===== src/rtl/core/gpbc_pkg.sv =====
// Shared constants, codes, types and functions of the GPIO pin blink controller.
package gpbc_pkg;

  localparam int unsigned TABLE_LEN    = 8;
  localparam int unsigned NUM_PINS_DEF = 8;
  localparam int unsigned PERIOD_W     = 10;
  localparam int unsigned TIME_W       = 32;
  localparam int unsigned CNT_W        = 4;
  localparam int unsigned DIV_STEPS    = 10;
  localparam logic [PERIOD_W-1:0] MS_PER_S    = 10'd1000;
  localparam logic [15:0]         MAX_BLINK_HZ = 16'd1000;

  localparam logic [2:0] MODE_TICK  = 3'd0;
  localparam logic [2:0] MODE_DIR   = 3'd1;
  localparam logic [2:0] MODE_LEVEL = 3'd2;
  localparam logic [2:0] MODE_BLINK = 3'd3;
  localparam logic [2:0] MODE_READ  = 3'd4;

  localparam logic [1:0] ST_OK        = 2'd0;
  localparam logic [1:0] ST_UNKNOWN   = 2'd1;
  localparam logic [1:0] ST_WRONG_DIR = 2'd2;
  localparam logic [1:0] ST_BAD_VALUE = 2'd3;

  localparam logic [7:0] PIN_TABLE [TABLE_LEN] = '{
    8'd21, 8'd19, 8'd18, 8'd5, 8'd17, 8'd16, 8'd4, 8'd2
  };

  typedef struct packed {
    logic load;
    logic tick_start;
    logic tick_step;
    logic div_start;
    logic div_step;
    logic commit;
  } gpbc_ctrl_t;

  typedef struct packed {
    logic is_tick;
    logic div_ok;
    logic cnt_last;
    logic out_free;
  } gpbc_stat_t;

  typedef struct packed {
    logic       found;
    logic [2:0] idx;
  } gpbc_entry_t;

  // Looks a physical pin up among the first n table entries.
  function automatic gpbc_entry_t find_entry(logic [7:0] pin, int unsigned n);
    gpbc_entry_t e;
    e = '0;
    for (int i = 0; i < TABLE_LEN; i++) begin
      if (i < n && PIN_TABLE[i] == pin) begin
        e.found = 1'b1;
        e.idx   = 3'(i);
      end
    end
    return e;
  endfunction

endpackage


===== src/rtl/core/gpbc_cmd_if.sv =====
// Command channel interface carrying one command beat.
interface gpbc_cmd_if;
  logic        valid;
  logic        ready;
  logic [2:0]  mode;
  logic [7:0]  pin_number;
  logic [15:0] value;
  logic [7:0]  sampled_levels;

  modport source (output valid, mode, pin_number, value, sampled_levels, input ready);
  modport sink   (input valid, mode, pin_number, value, sampled_levels, output ready);
endinterface


===== src/rtl/core/gpbc_rsp_if.sv =====
// Response channel interface carrying one result beat.
interface gpbc_rsp_if;
  logic       valid;
  logic       ready;
  logic [1:0] status;
  logic       read_level;
  logic [7:0] driven_levels;
  logic [7:0] output_enables;

  modport source (output valid, status, read_level, driven_levels, output_enables,
                  input ready);
  modport sink   (input valid, status, read_level, driven_levels, output_enables,
                  output ready);
endinterface


===== src/rtl/core/gpbc_ctrl.sv =====
// Controller state machine that sequences decode, tick scan, division and response.
module gpbc_ctrl (
  input  logic                clk,
  input  logic                rst,
  input  logic                cmd_valid,
  output logic                cmd_ready,
  input  gpbc_pkg::gpbc_stat_t stat,
  output gpbc_pkg::gpbc_ctrl_t ctrl
);

  typedef enum logic [2:0] {IDLE, DECODE, TICK, DIV, RESP} state_t;

  state_t state;
  state_t state_next;

  assign cmd_ready = (state == IDLE);

  always_comb begin
    ctrl       = '0;
    state_next = state;
    unique case (state)
      IDLE: begin
        if (cmd_valid) begin
          ctrl.load  = 1'b1;
          state_next = DECODE;
        end
      end
      DECODE: begin
        priority if (stat.is_tick) begin
          ctrl.tick_start = 1'b1;
          state_next      = TICK;
        end else if (stat.div_ok) begin
          ctrl.div_start = 1'b1;
          state_next     = DIV;
        end else begin
          state_next = RESP;
        end
      end
      TICK: begin
        ctrl.tick_step = 1'b1;
        if (stat.cnt_last) state_next = RESP;
      end
      DIV: begin
        ctrl.div_step = 1'b1;
        if (stat.cnt_last) state_next = RESP;
      end
      RESP: begin
        if (stat.out_free) begin
          ctrl.commit = 1'b1;
          state_next  = IDLE;
        end
      end
      default: state_next = IDLE;
    endcase
  end

  always_ff @(posedge clk) begin
    if (rst) begin
      state <= IDLE;
    end else begin
      state <= state_next;
    end
  end

endmodule


===== src/rtl/core/gpbc_datapath.sv =====
// Datapath with pin state, tick scan, period divider and response register.
module gpbc_datapath #(
  parameter int unsigned NUM_PINS = gpbc_pkg::NUM_PINS_DEF
) (
  input  logic                 clk,
  input  logic                 rst,
  gpbc_cmd_if.sink             cmd,
  gpbc_rsp_if.source           rsp,
  input  gpbc_pkg::gpbc_ctrl_t ctrl,
  output gpbc_pkg::gpbc_stat_t stat
);

  localparam int unsigned IDX_W = (NUM_PINS > 1) ? $clog2(NUM_PINS) : 1;
  localparam logic [7:0] PIN_MASK = 8'((16'd1 << NUM_PINS) - 16'd1);

  logic [2:0]  c_mode;
  logic [7:0]  c_pin;
  logic [15:0] c_value;
  logic [7:0]  c_sampled;

  logic [7:0] dir;
  logic [7:0] blink;
  logic [7:0] level;
  logic [gpbc_pkg::PERIOD_W-1:0] period [NUM_PINS];
  logic [gpbc_pkg::TIME_W-1:0]   last_t [NUM_PINS];
  logic [gpbc_pkg::TIME_W-1:0]   time_now;

  logic [gpbc_pkg::CNT_W-1:0]    cnt;
  logic [gpbc_pkg::PERIOD_W:0]   rem;
  logic [gpbc_pkg::PERIOD_W-1:0] dvd;
  logic [gpbc_pkg::PERIOD_W-1:0] quo;

  logic       out_valid;
  logic [1:0] out_status;
  logic       out_rd;
  logic [7:0] out_driven;
  logic [7:0] out_oe;

  gpbc_pkg::gpbc_entry_t entry;
  logic [1:0] status;
  logic       rd;
  logic       dir_bit;
  logic [7:0] dir_next;
  logic [7:0] blink_next;
  logic [7:0] level_next;
  logic [IDX_W-1:0] scan_idx;
  logic [gpbc_pkg::TIME_W-1:0] elapsed;
  logic       toggle;
  logic [gpbc_pkg::PERIOD_W:0] rem_sh;
  logic       ge;

  assign entry   = gpbc_pkg::find_entry(c_pin, NUM_PINS);
  assign dir_bit = dir[entry.idx];

  always_comb begin
    status = gpbc_pkg::ST_OK;
    rd     = 1'b0;
    unique case (c_mode)
      gpbc_pkg::MODE_TICK: status = gpbc_pkg::ST_OK;
      gpbc_pkg::MODE_DIR: begin
        priority if (c_value > 16'd1) status = gpbc_pkg::ST_BAD_VALUE;
        else if (!entry.found)        status = gpbc_pkg::ST_UNKNOWN;
        else                          status = gpbc_pkg::ST_OK;
      end
      gpbc_pkg::MODE_LEVEL: begin
        priority if (!entry.found)    status = gpbc_pkg::ST_UNKNOWN;
        else if (!dir_bit)            status = gpbc_pkg::ST_WRONG_DIR;
        else if (c_value > 16'd1)     status = gpbc_pkg::ST_BAD_VALUE;
        else                          status = gpbc_pkg::ST_OK;
      end
      gpbc_pkg::MODE_BLINK: begin
        priority if (!entry.found)    status = gpbc_pkg::ST_UNKNOWN;
        else if (!dir_bit)            status = gpbc_pkg::ST_WRONG_DIR;
        else if (c_value == 16'd0 || c_value > gpbc_pkg::MAX_BLINK_HZ)
                                      status = gpbc_pkg::ST_BAD_VALUE;
        else                          status = gpbc_pkg::ST_OK;
      end
      gpbc_pkg::MODE_READ: begin
        priority if (!entry.found)    status = gpbc_pkg::ST_UNKNOWN;
        else if (dir_bit)             status = gpbc_pkg::ST_WRONG_DIR;
        else begin
          status = gpbc_pkg::ST_OK;
          rd     = c_sampled[entry.idx];
        end
      end
      default: status = gpbc_pkg::ST_BAD_VALUE;
    endcase
  end

  always_comb begin
    dir_next   = dir;
    blink_next = blink;
    level_next = level;
    if (status == gpbc_pkg::ST_OK) begin
      unique case (c_mode)
        gpbc_pkg::MODE_DIR:   dir_next[entry.idx] = c_value[0];
        gpbc_pkg::MODE_LEVEL: begin
          blink_next[entry.idx] = 1'b0;
          level_next[entry.idx] = c_value[0];
        end
        gpbc_pkg::MODE_BLINK: blink_next[entry.idx] = 1'b1;
        default: dir_next = dir;
      endcase
    end
  end

  assign scan_idx = cnt[IDX_W-1:0];
  assign elapsed  = time_now - last_t[scan_idx];
  assign toggle   = dir[scan_idx] && blink[scan_idx] &&
                    (elapsed > {{(gpbc_pkg::TIME_W-gpbc_pkg::PERIOD_W){1'b0}}, period[scan_idx]});

  assign rem_sh = {rem[gpbc_pkg::PERIOD_W-1:0], dvd[gpbc_pkg::PERIOD_W-1]};
  assign ge     = rem_sh >= {1'b0, c_value[gpbc_pkg::PERIOD_W-1:0]};

  assign stat.is_tick  = (c_mode == gpbc_pkg::MODE_TICK);
  assign stat.div_ok   = (c_mode == gpbc_pkg::MODE_BLINK) && (status == gpbc_pkg::ST_OK);
  assign stat.cnt_last = stat.is_tick ? (cnt == gpbc_pkg::CNT_W'(NUM_PINS - 1))
                                      : (cnt == gpbc_pkg::CNT_W'(gpbc_pkg::DIV_STEPS - 1));
  assign stat.out_free = !out_valid || rsp.ready;

  assign rsp.valid          = out_valid;
  assign rsp.status         = out_status;
  assign rsp.read_level     = out_rd;
  assign rsp.driven_levels  = out_driven;
  assign rsp.output_enables = out_oe;

  always_ff @(posedge clk) begin
    if (ctrl.load) begin
      c_mode    <= cmd.mode;
      c_pin     <= cmd.pin_number;
      c_value   <= cmd.value;
      c_sampled <= cmd.sampled_levels;
    end
    if (ctrl.tick_start || ctrl.div_start) begin
      cnt <= '0;
    end else if (ctrl.tick_step || ctrl.div_step) begin
      cnt <= cnt + gpbc_pkg::CNT_W'(1);
    end
    if (ctrl.div_start) begin
      rem <= '0;
      dvd <= gpbc_pkg::MS_PER_S;
      quo <= '0;
    end else if (ctrl.div_step) begin
      rem <= ge ? (rem_sh - {1'b0, c_value[gpbc_pkg::PERIOD_W-1:0]}) : rem_sh;
      dvd <= {dvd[gpbc_pkg::PERIOD_W-2:0], 1'b0};
      quo <= {quo[gpbc_pkg::PERIOD_W-2:0], ge};
    end
    if (ctrl.commit) begin
      out_status <= status;
      out_rd     <= rd;
      out_driven <= level_next & dir_next & PIN_MASK;
      out_oe     <= dir_next & PIN_MASK;
    end
    if (rst) begin
      dir       <= PIN_MASK;
      blink     <= '0;
      level     <= '0;
      time_now  <= '0;
      out_valid <= 1'b0;
      for (int i = 0; i < NUM_PINS; i++) begin
        period[i] <= '0;
        last_t[i] <= '0;
      end
    end else begin
      if (ctrl.tick_start) begin
        time_now <= time_now + gpbc_pkg::TIME_W'(1);
      end
      if (ctrl.tick_step && toggle) begin
        level[scan_idx]  <= ~level[scan_idx];
        last_t[scan_idx] <= time_now;
      end
      if (ctrl.commit) begin
        dir   <= dir_next;
        blink <= blink_next;
        level <= level_next;
        if (stat.div_ok) begin
          period[entry.idx[IDX_W-1:0]] <= quo;
        end
        out_valid <= 1'b1;
      end else if (rsp.ready) begin
        out_valid <= 1'b0;
      end
    end
  end

endmodule


===== src/rtl/core/gpio_pin_blink_controller.sv =====
// Top level of the GPIO pin blink controller joining controller and datapath.
//
// Commands arrive as beats on the cmd channel and each produces exactly one
// result beat on the rsp channel, in order. A command is taken only while the
// block is idle, so one command is in flight at a time.
// A tick scans the pins one per cycle with a single shared elapsed-time
// compare before its result is valid. A blink frequency command that passes
// its checks runs the ten-step restoring divider that forms the period. Every
// other command goes from decode straight to the response.
// The result sits in an output register; the block accepts the next command
// while it waits, and a new result is loaded only once the old beat is taken.
// While the receiver stalls, the block holds at most one finished command
// ready to commit and stops accepting beyond that.
// Synchronous reset makes every pin an output, driven low in latch mode, with
// zero periods, zero toggle times and the millisecond clock at zero.
module gpio_pin_blink_controller #(
  parameter int unsigned NUM_PINS = gpbc_pkg::NUM_PINS_DEF
) (
  input  logic       clk,
  input  logic       rst,
  gpbc_cmd_if.sink   cmd,
  gpbc_rsp_if.source rsp
);

  gpbc_pkg::gpbc_ctrl_t ctrl;
  gpbc_pkg::gpbc_stat_t stat;
  logic                 ready;

  assign cmd.ready = ready;

  gpbc_ctrl u_ctrl (
    .clk       (clk),
    .rst       (rst),
    .cmd_valid (cmd.valid),
    .cmd_ready (ready),
    .stat      (stat),
    .ctrl      (ctrl)
  );

  gpbc_datapath #(
    .NUM_PINS (NUM_PINS)
  ) u_datapath (
    .clk  (clk),
    .rst  (rst),
    .cmd  (cmd),
    .rsp  (rsp),
    .ctrl (ctrl),
    .stat (stat)
  );

endmodule


===== src/flat_wrapper.sv =====
// flat-port wrapper written by rule: the top's interface ports become plain ports
module gpio_pin_blink_controller_flat 
#(
  parameter int unsigned NUM_PINS = gpbc_pkg::NUM_PINS_DEF
)
  (clk, rst, cmd_valid, cmd_mode, cmd_pin_number, cmd_value, cmd_sampled_levels, cmd_ready, rsp_valid, rsp_status, rsp_read_level, rsp_driven_levels, rsp_output_enables, rsp_ready);
  gpbc_cmd_if cmd_i ();
  gpbc_rsp_if rsp_i ();
  input  logic clk;
  input  logic rst;
  input wire logic [$bits(cmd_i.valid)-1:0] cmd_valid;
  input wire logic [$bits(cmd_i.mode)-1:0] cmd_mode;
  input wire logic [$bits(cmd_i.pin_number)-1:0] cmd_pin_number;
  input wire logic [$bits(cmd_i.value)-1:0] cmd_value;
  input wire logic [$bits(cmd_i.sampled_levels)-1:0] cmd_sampled_levels;
  output wire logic [$bits(cmd_i.ready)-1:0] cmd_ready;
  output wire logic [$bits(rsp_i.valid)-1:0] rsp_valid;
  output wire logic [$bits(rsp_i.status)-1:0] rsp_status;
  output wire logic [$bits(rsp_i.read_level)-1:0] rsp_read_level;
  output wire logic [$bits(rsp_i.driven_levels)-1:0] rsp_driven_levels;
  output wire logic [$bits(rsp_i.output_enables)-1:0] rsp_output_enables;
  input wire logic [$bits(rsp_i.ready)-1:0] rsp_ready;
  assign cmd_i.valid = cmd_valid;
  assign cmd_i.mode = cmd_mode;
  assign cmd_i.pin_number = cmd_pin_number;
  assign cmd_i.value = cmd_value;
  assign cmd_i.sampled_levels = cmd_sampled_levels;
  assign cmd_ready = cmd_i.ready;
  assign rsp_valid = rsp_i.valid;
  assign rsp_status = rsp_i.status;
  assign rsp_read_level = rsp_i.read_level;
  assign rsp_driven_levels = rsp_i.driven_levels;
  assign rsp_output_enables = rsp_i.output_enables;
  assign rsp_i.ready = rsp_ready;
  gpio_pin_blink_controller #(.NUM_PINS(NUM_PINS)) u_core (.clk(clk), .rst(rst), .cmd(cmd_i), .rsp(rsp_i));
endmodule

===== config.mk =====
export PLATFORM = sky130hd
export DESIGN_NAME = gpio_pin_blink_controller_flat
export DESIGN_NICKNAME = d
export VERILOG_FILES = /design/src/rtl/core/gpbc_pkg.sv /design/src/rtl/core/gpbc_cmd_if.sv /design/src/rtl/core/gpbc_rsp_if.sv /design/src/rtl/core/gpbc_ctrl.sv /design/src/rtl/core/gpbc_datapath.sv /design/src/rtl/core/gpio_pin_blink_controller.sv /design/src/flat_wrapper.sv
export SDC_FILE = /design/constraint.sdc
export NUM_CORES = 1
export LEC_CHECK = 0
export BUFFER_PORTS_ARGS = -buffer_cell sky130_fd_sc_hd__buf_4
export CORE_ASPECT_RATIO = 1.75
export CORE_MARGIN = 2
export CORE_UTILIZATION = 30
export DETAILED_ROUTE_END_ITERATION = 12
export PLACE_DENSITY_LB_ADDON = 0.05
export SLEW_MARGIN = 40
export SYNTH_ARGS = -nofsm -noshare
export SYNTH_HDL_FRONTEND = slang
export SYNTH_SLANG_ARGS = --single-unit

===== constraint.sdc =====
create_clock -name clk -period 9.15 [get_ports clk]
set_input_delay 1.3725 -clock clk [delete_from_list [all_inputs] [get_ports clk]]
set_output_delay 1.3725 -clock clk [all_outputs]
set_load 0.005 [all_outputs]

# After elaboration in Yosys (flattened, before gate mapping)
# Memories as Yosys holds them, arrays and structs flattened. A register that Yosys moved wholly into a read port is not among the register bits.
# Index checks and enable logic that the tools add are counted.
# word_totals
regBits,145
ram_bits,336
inputBits,39
word_cells,166
mem_count,2
# classes
add_sub_neg,4
n_lt_le_gt_ge,8
n_eq_ne,21
mux,82
bitwise_logic,7
reduce_logical,24
# memory_table
name,depth,word_bits,rd,rd_ports_with_merged_regs,wr,line_no,text
u_core.u_datapath.last_t,8,32,1,1,8,gpbc_datapath.sv:25,logic [gpbc_pkg::TIME_W-1:0] last_t [NUM_PINS];
u_core.u_datapath.period,8,10,1,1,8,gpbc_datapath.sv:24,logic [gpbc_pkg::PERIOD_W-1:0] period [NUM_PINS];
# op_table
cell,count
2-to-1 mux 8 bit,6
"== test 5 x 8 -> 1 bit, first input constant",5
2-to-1 mux 3 bit,11
"adder 32 x 1 -> 32 bit, second input constant",1
greater-than comparator 32 x 10 -> 1 bit,1
2-to-1 mux 1 bit,32
2-to-1 mux 32 bit,1
2-to-1 mux 4 bit,8
OR reduction 32 bit,1
subtractor 32 bit,1
bitwise mux 8 bit,3
2-to-1 mux 10 bit,2
2-to-1 mux 2 bit,9
bitwise AND 8 bit,2
"== test 3 x 8 -> 1 bit, first input constant",2
"greater-than comparator 16 x 1 -> 1 bit, second input constant",1
"greater-than comparator 16 x 10 -> 1 bit, second input constant",1
zero test 16 bit,1
case mux 8 bit (2 select lines),1
binary-select mux 1 bit (select 3 bit),5
"== test 3 x 2 -> 1 bit, second input constant",4
case mux 3 bit (4 select lines),1
>= comparator 11 x 10 -> 1 bit,1
case mux 2 bit (5 select lines),1
25 further kinds,45

# Depth between registers and ports, before layout
# Gate-level depths: netlist of the first run.
# logic_depth
ltp_word,22
depth_mapped,25
mapped_depth_nobuf,20

# Least setup slack after synthesis of the first run
# No wires, ideal clock.
# synth_path
path_type,register -> register
start,reg (tool-made name)
end,mem u_core.u_datapath.last_t[1][0] in the netlist's numbering (enable)
setup_ps,479
arrival_ps,6047
required_ps,8671
path_slack_ps,2624
path_stages_with_launch,25
path_buffers,5
synth_period_minus_slack_ps,6526
path_cell_list,dfxtp_1 clkbuf_1 buf_1 mux4_2 mux2_2 ha_1 fa_1 and2b_1 o2111ai_2 nand2_1 a31oi_1 xnor2_1 ha_1 o21a_1 o32ai_1 a211oi_1 nor4_1 and4_1 o2111ai_1 or3_1 buf_2 buf_6 nand2_1 buf_2 nand2_1
# synth_lines
element,line_no
"end, declared",gpbc_datapath.sv:25

==> results of run 1 <==
==> worst max path at each step <==
stage	to	startpoint
2_1_floorplan	u_core.u_datapath.last_t[1][0]$_SDFFCE_PN0P_	register
3_3_place_gp	u_core.u_datapath.last_t[4][18]$_SDFFCE_PN0P_	register
3_5_place_dp	u_core.u_datapath.last_t[6][7]$_SDFFCE_PN0P_	register
4_1_cts	u_core.u_datapath.last_t[6][12]$_SDFFCE_PN0P_	register
5_1_grt	u_core.u_datapath.last_t[1][12]$_SDFFCE_PN0P_	register
6_report	u_core.u_datapath.last_t[6][12]$_SDFFCE_PN0P_	register
==> state kept, by name, summed over array words and instances, names as in the netlist, 10 cells and up, named ones only <==
name                        cells
u_core.u_datapath.period       80
u_core.u_datapath.time_now     32
u_core.u_datapath.rem          10
u_core.u_datapath.c_value      16
u_core.u_datapath.quo          10
u_core.u_datapath.last_t      256
==> cells by family after synthesis <==
| logic type | Yosys count |
|---|---|
| multiplexers | 160 |
| AO/OA/AOI/OAI | 299 |
| buffers and inverters | 152 |
| XOR/XNOR | 49 |
| AND/OR/NAND/NOR | 851 |
| flip-flops | 484 |
| adder cells (fa/ha/maj) | 57 |
==> critical path: stages, from the launching register on <==
cell and delay, ns:
dfxtp_4 0.87, mux4_2 0.40, mux2_2 0.33, ha_1 0.22, fa_1 0.39, and2b_1 0.25, o2111ai_2 0.18, nand2_1 0.21
a31oi_1 0.12, xnor2_1 0.15, ha_1 0.30, nand4_1 0.08, o32ai_1 0.28, a211oi_1 0.12, nor4_1 0.36, and4_1 0.29
o2111ai_1 0.17, or3_2 0.71, nand3_2 0.51, nand2_2 0.09, buf_4 0.36
==> placed cells by master (no fill, tap or decap), types with 7 or more instances in the layout <==
cell	n
edfxtp_1	390
nor2_1	360
nand2_1	180
buf_4	97
dfxtp_1	91
and2_1	90
mux4_2	85
a21oi_1	82
mux2i_1	60
o21ai_0	56
ha_1	55
nand3_1	52
clkbuf_16	51
inv_1	43
nor3_1	28
nand4_1	26
xor2_1	25
xnor2_1	24
a211oi_1	19
nor2b_1	17
mux2_2	15
a21o_1	13
or3_1	13
nand2b_1	12
a211o_1	12
clkbuf_1	12
a31o_2	11
and3_1	10
clkinv_1	10
a31oi_1	9
o21a_1	9
a22o_1	9
o311ai_0	8
clkinv_2	8
a221oi_1	7
o41ai_1	7
o211ai_1	7
==> routing by layer <==
layer,vias to the layer above,track usage,share of wire
li1,7659,-,-
met1,8373,0.199,0.36
met2,329,0.387,0.57
met3,120,0.0195,0.028
met4,0,0.0777,0.040
met5,-,0,0
==> layout make-up <==
| type | instances | area, um^2 |
|---|---|---|
| clock inverters | 27 | 198 |
| inverters | 45 | 171 |
| multi-input cells | 1416 | 9880 |
| repair buffers | 97 | 728 |
| clock buffers | 66 | 1360 |
| fillers | 7879 | 52100 |
| flip-flops and latches | 484 | 13600 |
| well taps | 1042 | 1300 |
==> per-stage QoR <==
step           power [mW]  setup slack (ns)
2_1_floorplan        3.55              2.62
3_3_place_gp         4.01              1.99
3_5_place_dp         4.00              2.34
4_1_cts              6.06              2.30
5_1_grt              6.23              1.84
6_report             5.95              2.34
==> power by group <==
part | leakage [nW] | internal, mW | switching (mW)
Sequential | 4.70 | 2.46 | 0.127
Combinational | 3.77 | 0.584 | 0.751
Clock | 0.766 | 1.11 | 0.917
Total | 9.24 | 4.15 | 1.79
==> metrics.yaml, run 1 <==
status: "finished clean"
rr_endpoint: "u_core.u_datapath.last_t[6][12]$_SDFFCE_PN0P_"
dr.pass1.iters: 4
crit_path_max_fanout: 47
post-dp-hpwl_um: 52500
cts_num_sinks: 484
whs_path_depth: 2
grt_usage: 0.193
synthFlopType: "edfxtp_1"
worst_ep_required_time_ns: 9.43
synth_area_leaders: "edfxtp_1 49%, mux4_2 8.0%, dfxtp_1 7.9%"
ys_ff_latch: 484
drv_cap: 0
coreArea_um2: 79400
avgRoutedWirePerCell_um: 24.7
initialDrtViolationCount: 1046
rrSetupSlack_ns: 2.34
min_period_ns: 6.81
finClkSkew_ns: 0.0154
hold_violations: 0
die_area_um2: 82200
async_reset_ff_frac: 0
maxSlewHeadroom: 0.424
dp.cells: 3084
avgSynthCellArea_um2: 11.7
synth_top_area_share: 0.489
muxShareOfSynthArea: 0.112
holdCritStartpoint: "u_core.u_datapath.dvd[3]$_SDFFE_PP1P_"
portBuffers: 59
synth_top_area_cell: "edfxtp_1"
root_buffer: "clkbuf_16"
synth_area_um2: 24000
ant_nets: 0
grt_overflow: 0
fin_util: 0.343
fin_crit_sh: 0.745
synth_warnings: 0
clk_latency_ns: 0.61
synth_compound_area_frac: 0.0844
hold_path_end: "u_core.u_datapath.dvd[3]$_SDFFE_PP1P_"
ioPinCount: 60
drive_above_1_share: 0.153
synth-adder-area-share: 0.0304
place.gp.congestion: 0.835
setup_tns_ns: 0
fin_nets: 2191
finalSetupViolCount: 0
placed_cell_area_um2: 25700
ys_types: 80
rows: 137
p_per_area_nw_per_um2: 218
syn_inst: 2052
final_area_um2: 27200
die_y_um: 378
vdd_ir_drop_max_mv: 0.132
critPathArrivalTime_ns: 7.09
cts_hold_buf: 0
fmax_mhz: 147
cts_made_buffers: 51
synthTopCellsByCount: "390 x edfxtp_1, 362 x nor2_1, 189 x nand2_1, 94 x dfxtp_1, 91 x and2_1"
endpoint_kind: "register"
crit_type: "register to register"
final_cell_count_no_fill: 3177
p_leak_nw: 9.24
worst_hold_path_type: "register to register"
cts_resized: 0
tightest_slew_ns: 0.860
synth_top_family_by_area: "simple AND/OR/NAND/NOR gates"
vias_per_cell: 5.19
synth_edf_count: 390
post-route-drc-count: 0
htree_levels: 2
rsz0062_at_grt: "no"
grt_pass1_vias: 17300
clockBufferDepth: 3
grt_pass1_wl_um: 115000
cts.clk_slew.worst_paths_ns: 0.06
antenna_found_initial: 0
r2r_cells: 20
whs_ns: 0.445
synth-simple-area-share: 0.163
synth_most_common_cell: "edfxtp_1"
syn_to_final_growth_pct: 13.7
cts_tree: "done"
syn_nets: 2148
antenna_cells: 0
die_w_um: 218
drv_slew: 0
ys_seq_area_frac: 0.567
grt_max_degree: 48
start_util: 0.302
totalWireLength_um: 78500
cts_setup_buffers: 0
vias: 16500
cp-start-kind: "register"
synthXorXnorAreaFrac: 0.0179
(Power assumes the default switching activity.)
==> run 2: changes to the inputs <==
- ABC_AREA: default -> 1
- clock period: 9.15 -> 5.98 ns (I/O delays scaled with it)
==> metrics.yaml, run 2 <==
ys_ff_latch: 484  # unchanged
tightest_slew_ns: 0.842  # was 0.860 ns
synth_top_area_cell: "edfxtp_1"  # unchanged
vias: 20200  # was 16500
crit_type: "register to register"  # unchanged
setup_tns_ns: 0  # unchanged
worst_ep_required_time_ns: 6.33  # was 9.43 ns
synth_warnings: 0  # unchanged
p_sw_mw: 5.08  # was 1.79 mW
fin_nets: 3095  # was 2191
ant_nets: 0  # unchanged
antenna_cells: 0  # unchanged
initialDrtViolationCount: 1168  # was 1046
crit_family: "simple AND/OR/NAND/NOR gates"  # unchanged
totalWireLength_um: 86300  # was 78500 um
cts_tree: "done"  # unchanged
min_period_ns: 5.16  # was 6.81 ns
place_ws_ns: 0.720  # was 2.34 ns
final_cell_mix: "630 x nor2_1, 471 x nand2_1, 390 x edfxtp_1, 285 x o21ai_0, 247 x inv_1"  # was 390 x edfxtp_1, 360 x nor2_1, 180 x nand2_1, 97 x buf_4, 91 x dfxtp_1
avgRoutedWirePerCell_um: 21.0  # was 24.7 um
cts_made_buffers: 48  # was 51
grt_pass1_wl_um: 130000  # was 115000 um
endpoint_kind: "register"  # unchanged
syn_nets: 2973  # was 2148
fin_ws_ns: 0.820  # was 2.34 ns
die_w_um: 222  # was 218 um
rsz0062_at_grt: "no"  # unchanged
synth_area_um2: 25000  # was 24000 um^2
grt_overflow: 0  # unchanged
ys_seq_area_frac: 0.544  # was 0.567
finalSetupViolCount: 0  # unchanged
drive_above_1_share: 0.127  # was 0.153
rows: 140  # was 137
status: "finished clean"  # unchanged
clockBufferDepth: 3  # unchanged
portBuffers: 59  # unchanged
grt_pass1_vias: 20900  # was 17300
htree_levels: 2  # unchanged
root_buffer: "clkbuf_16"  # unchanged
dp.cells: 4014  # was 3084
cts_resized: 0  # unchanged
p_leak_nw: 11.7  # was 9.24 nW
drv_cap: 0  # unchanged
vias_per_cell: 4.93  # was 5.19
clk_latency_ns: 0.61  # about the same
async_reset_ff_frac: 0  # unchanged
synth_top_area_share: 0.469  # was 0.489
critPathArrivalTime_ns: 5.51  # was 7.09 ns
synthTopCellsByCount: "630 x nor2_1, 481 x nand2_1, 390 x edfxtp_1, 285 x o21ai_0, 250 x inv_1"  # was 390 x edfxtp_1, 362 x nor2_1, 189 x nand2_1, 94 x dfxtp_1, 91 x and2_1
ys_types: 55  # was 80
ioPinCount: 60  # unchanged
cts_hold_buf: 0  # unchanged
synthFlopType: "edfxtp_1"  # unchanged
whs_ns: 0.457  # was 0.445 ns
place.gp.congestion: 0.845  # was 0.835
avgSynthCellArea_um2: 8.69  # was 11.7 um^2
post-route-drc-count: 0  # unchanged
synth_area_leaders: "edfxtp_1 47%, nor2_1 9.5%, dfxtp_1 7.5%"  # was edfxtp_1 49%, mux4_2 8.0%, dfxtp_1 7.9%
vdd_ir_drop_max_mv: 0.213  # was 0.132 mV
dr.pass1.iters: 5  # was 4
swShare: 0.400  # was 0.302
power.internal_mw: 7.62  # was 4.15 mW
power_frac_comb: 0.421  # was 0.225
cts.clk_slew.worst_paths_ns: 0.06  # about the same
reg.largest.list: "u_core.u_datapath.last_t (256), u_core.u_datapath.period (80), u_core.u_datapath.time_now (32)"  # unchanged
grt_usage: 0.202  # was 0.193
cp-start-kind: "register"  # unchanged
worst-path-buf-inv: 6  # was 1
cts_setup_buffers: 0  # unchanged
worst_hold_path_type: "register to register"  # unchanged
start_util: 0.302  # about the same
largest_reg_flops: 256  # unchanged
p_per_area_nw_per_um2: 435  # was 218 nW/um^2
die_area_um2: 85700  # was 82200 um^2
slowest_stage: "ha_1"  # was dfxtp_4
register_area_um2: 13600  # about the same
post-dp-hpwl_um: 61600  # was 52500 um
p_seq_frac: 0.327  # was 0.435
synth_most_common_cell: "nor2_1"  # was edfxtp_1
coreArea_um2: 82900  # was 79400 um^2
fin_crit_sh: 0.863  # was 0.745
cts_num_sinks: 484  # unchanged
multiInputGateArea_um2: 9650  # was 9880 um^2
synth_edf_count: 390  # unchanged
layout_commonest_cell: "nor2_1"  # was edfxtp_1
largest-register: "u_core.u_datapath.last_t"  # unchanged
syn_to_final_growth_pct: 16.8  # was 13.7%
drv_slew: 0  # unchanged
total_power_mw: 12.7  # was 5.95 mW
maxSlewHeadroom: 0.437  # was 0.424
hold_violations: 0  # unchanged
finClkSkew_ns: 0.0310  # was 0.0154 ns
fmax_mhz: 194  # was 147 MHz
grt_max_degree: 66  # was 48
die_y_um: 386  # was 378 um
num-fill-cells: 8566  # was 7879
syn_inst: 2877  # was 2052
crit_path_max_fanout: 65  # was 47
final_cell_count_no_fill: 4104  # was 3177
clkPwrFrac: 0.251  # was 0.340
max_stage_delay_ns: 0.46  # was 0.87 ns
antenna_found_initial: 0  # unchanged
[run 2: power by group through the flow]
stage | clock network [mW] | registers [mW] | logic, mW
6_report | 3.19 | 4.16 | 5.35
2_1_floorplan | 0 | 4.15 | 3.14
5_1_grt | 3.39 | 4.19 | 5.98
3_5_place_dp | 0 | 4.23 | 5.48
4_1_cts | 3.29 | 4.16 | 5.50
3_3_place_gp | 0 | 4.23 | 5.48
[run 2: area by class of cell]
cell class                 count  area share
clock inverter                32      0.0117
tap                         1065      0.0456
inverter                     295      0.0381
sequential                   484       0.466
timing repair buffer         209      0.0644
clock buffer                  58      0.0441
multi-input combinational   1961       0.330
[run 2: stage by stage]
step | instance area (um^2) | util
finish | 29200 | 0.352
global route | 29200 | 0.352
CTS | 29200 | 0.352
detailed placement | 27600 | 0.333
global placement | 27600 | 0.333
floorplan | 25000 | -
[run 2: final timing paths]
check / slack, ns / from / to / cells past startpoint
worst max register to register: 0.82 / register / u_core.u_datapath.last_t[5][25]$_SDFFCE_PN0P_ / 27
worst max-delay path: 0.82 / register / u_core.u_datapath.last_t[5][25]$_SDFFCE_PN0P_ / 27
worst min register to register: 0.46 / register / register / 2
worst min-delay path: 0.46 / register / register / 2
[run 2: per-layer routing]
metal	track usage	wire length (um)	vias up
met3	0.0175	2300	127
met2	0.417	49300	383
met1	0.199	30700	9771
li1	-	-	9955
met4	0.0912	3960	0
met5	0	0	-
[run 2: worst min-delay path, delay by kind of cell, from the launching register on]
kind / cells / cell delay (ns)
flip-flops: 1 / 0.30
buffers and inverters: 1 / 0.06
AO/OA/AOI/OAI: 1 / 0.05
[run 2: logic make-up (layout without fill, tap and decap cells)]
family                   after synthesis  count (layout)  share of synthesized area
buffers and inverters                432             594                     0.0716
flip-flops                           484             484                      0.544
adder cells (fa/ha/maj)               57              57                     0.0291
XOR/XNOR                              26              26                    0.00911
AO/OA/AOI/OAI                        522             522                      0.120
AND/OR/NAND/NOR                     1356            1356                      0.226
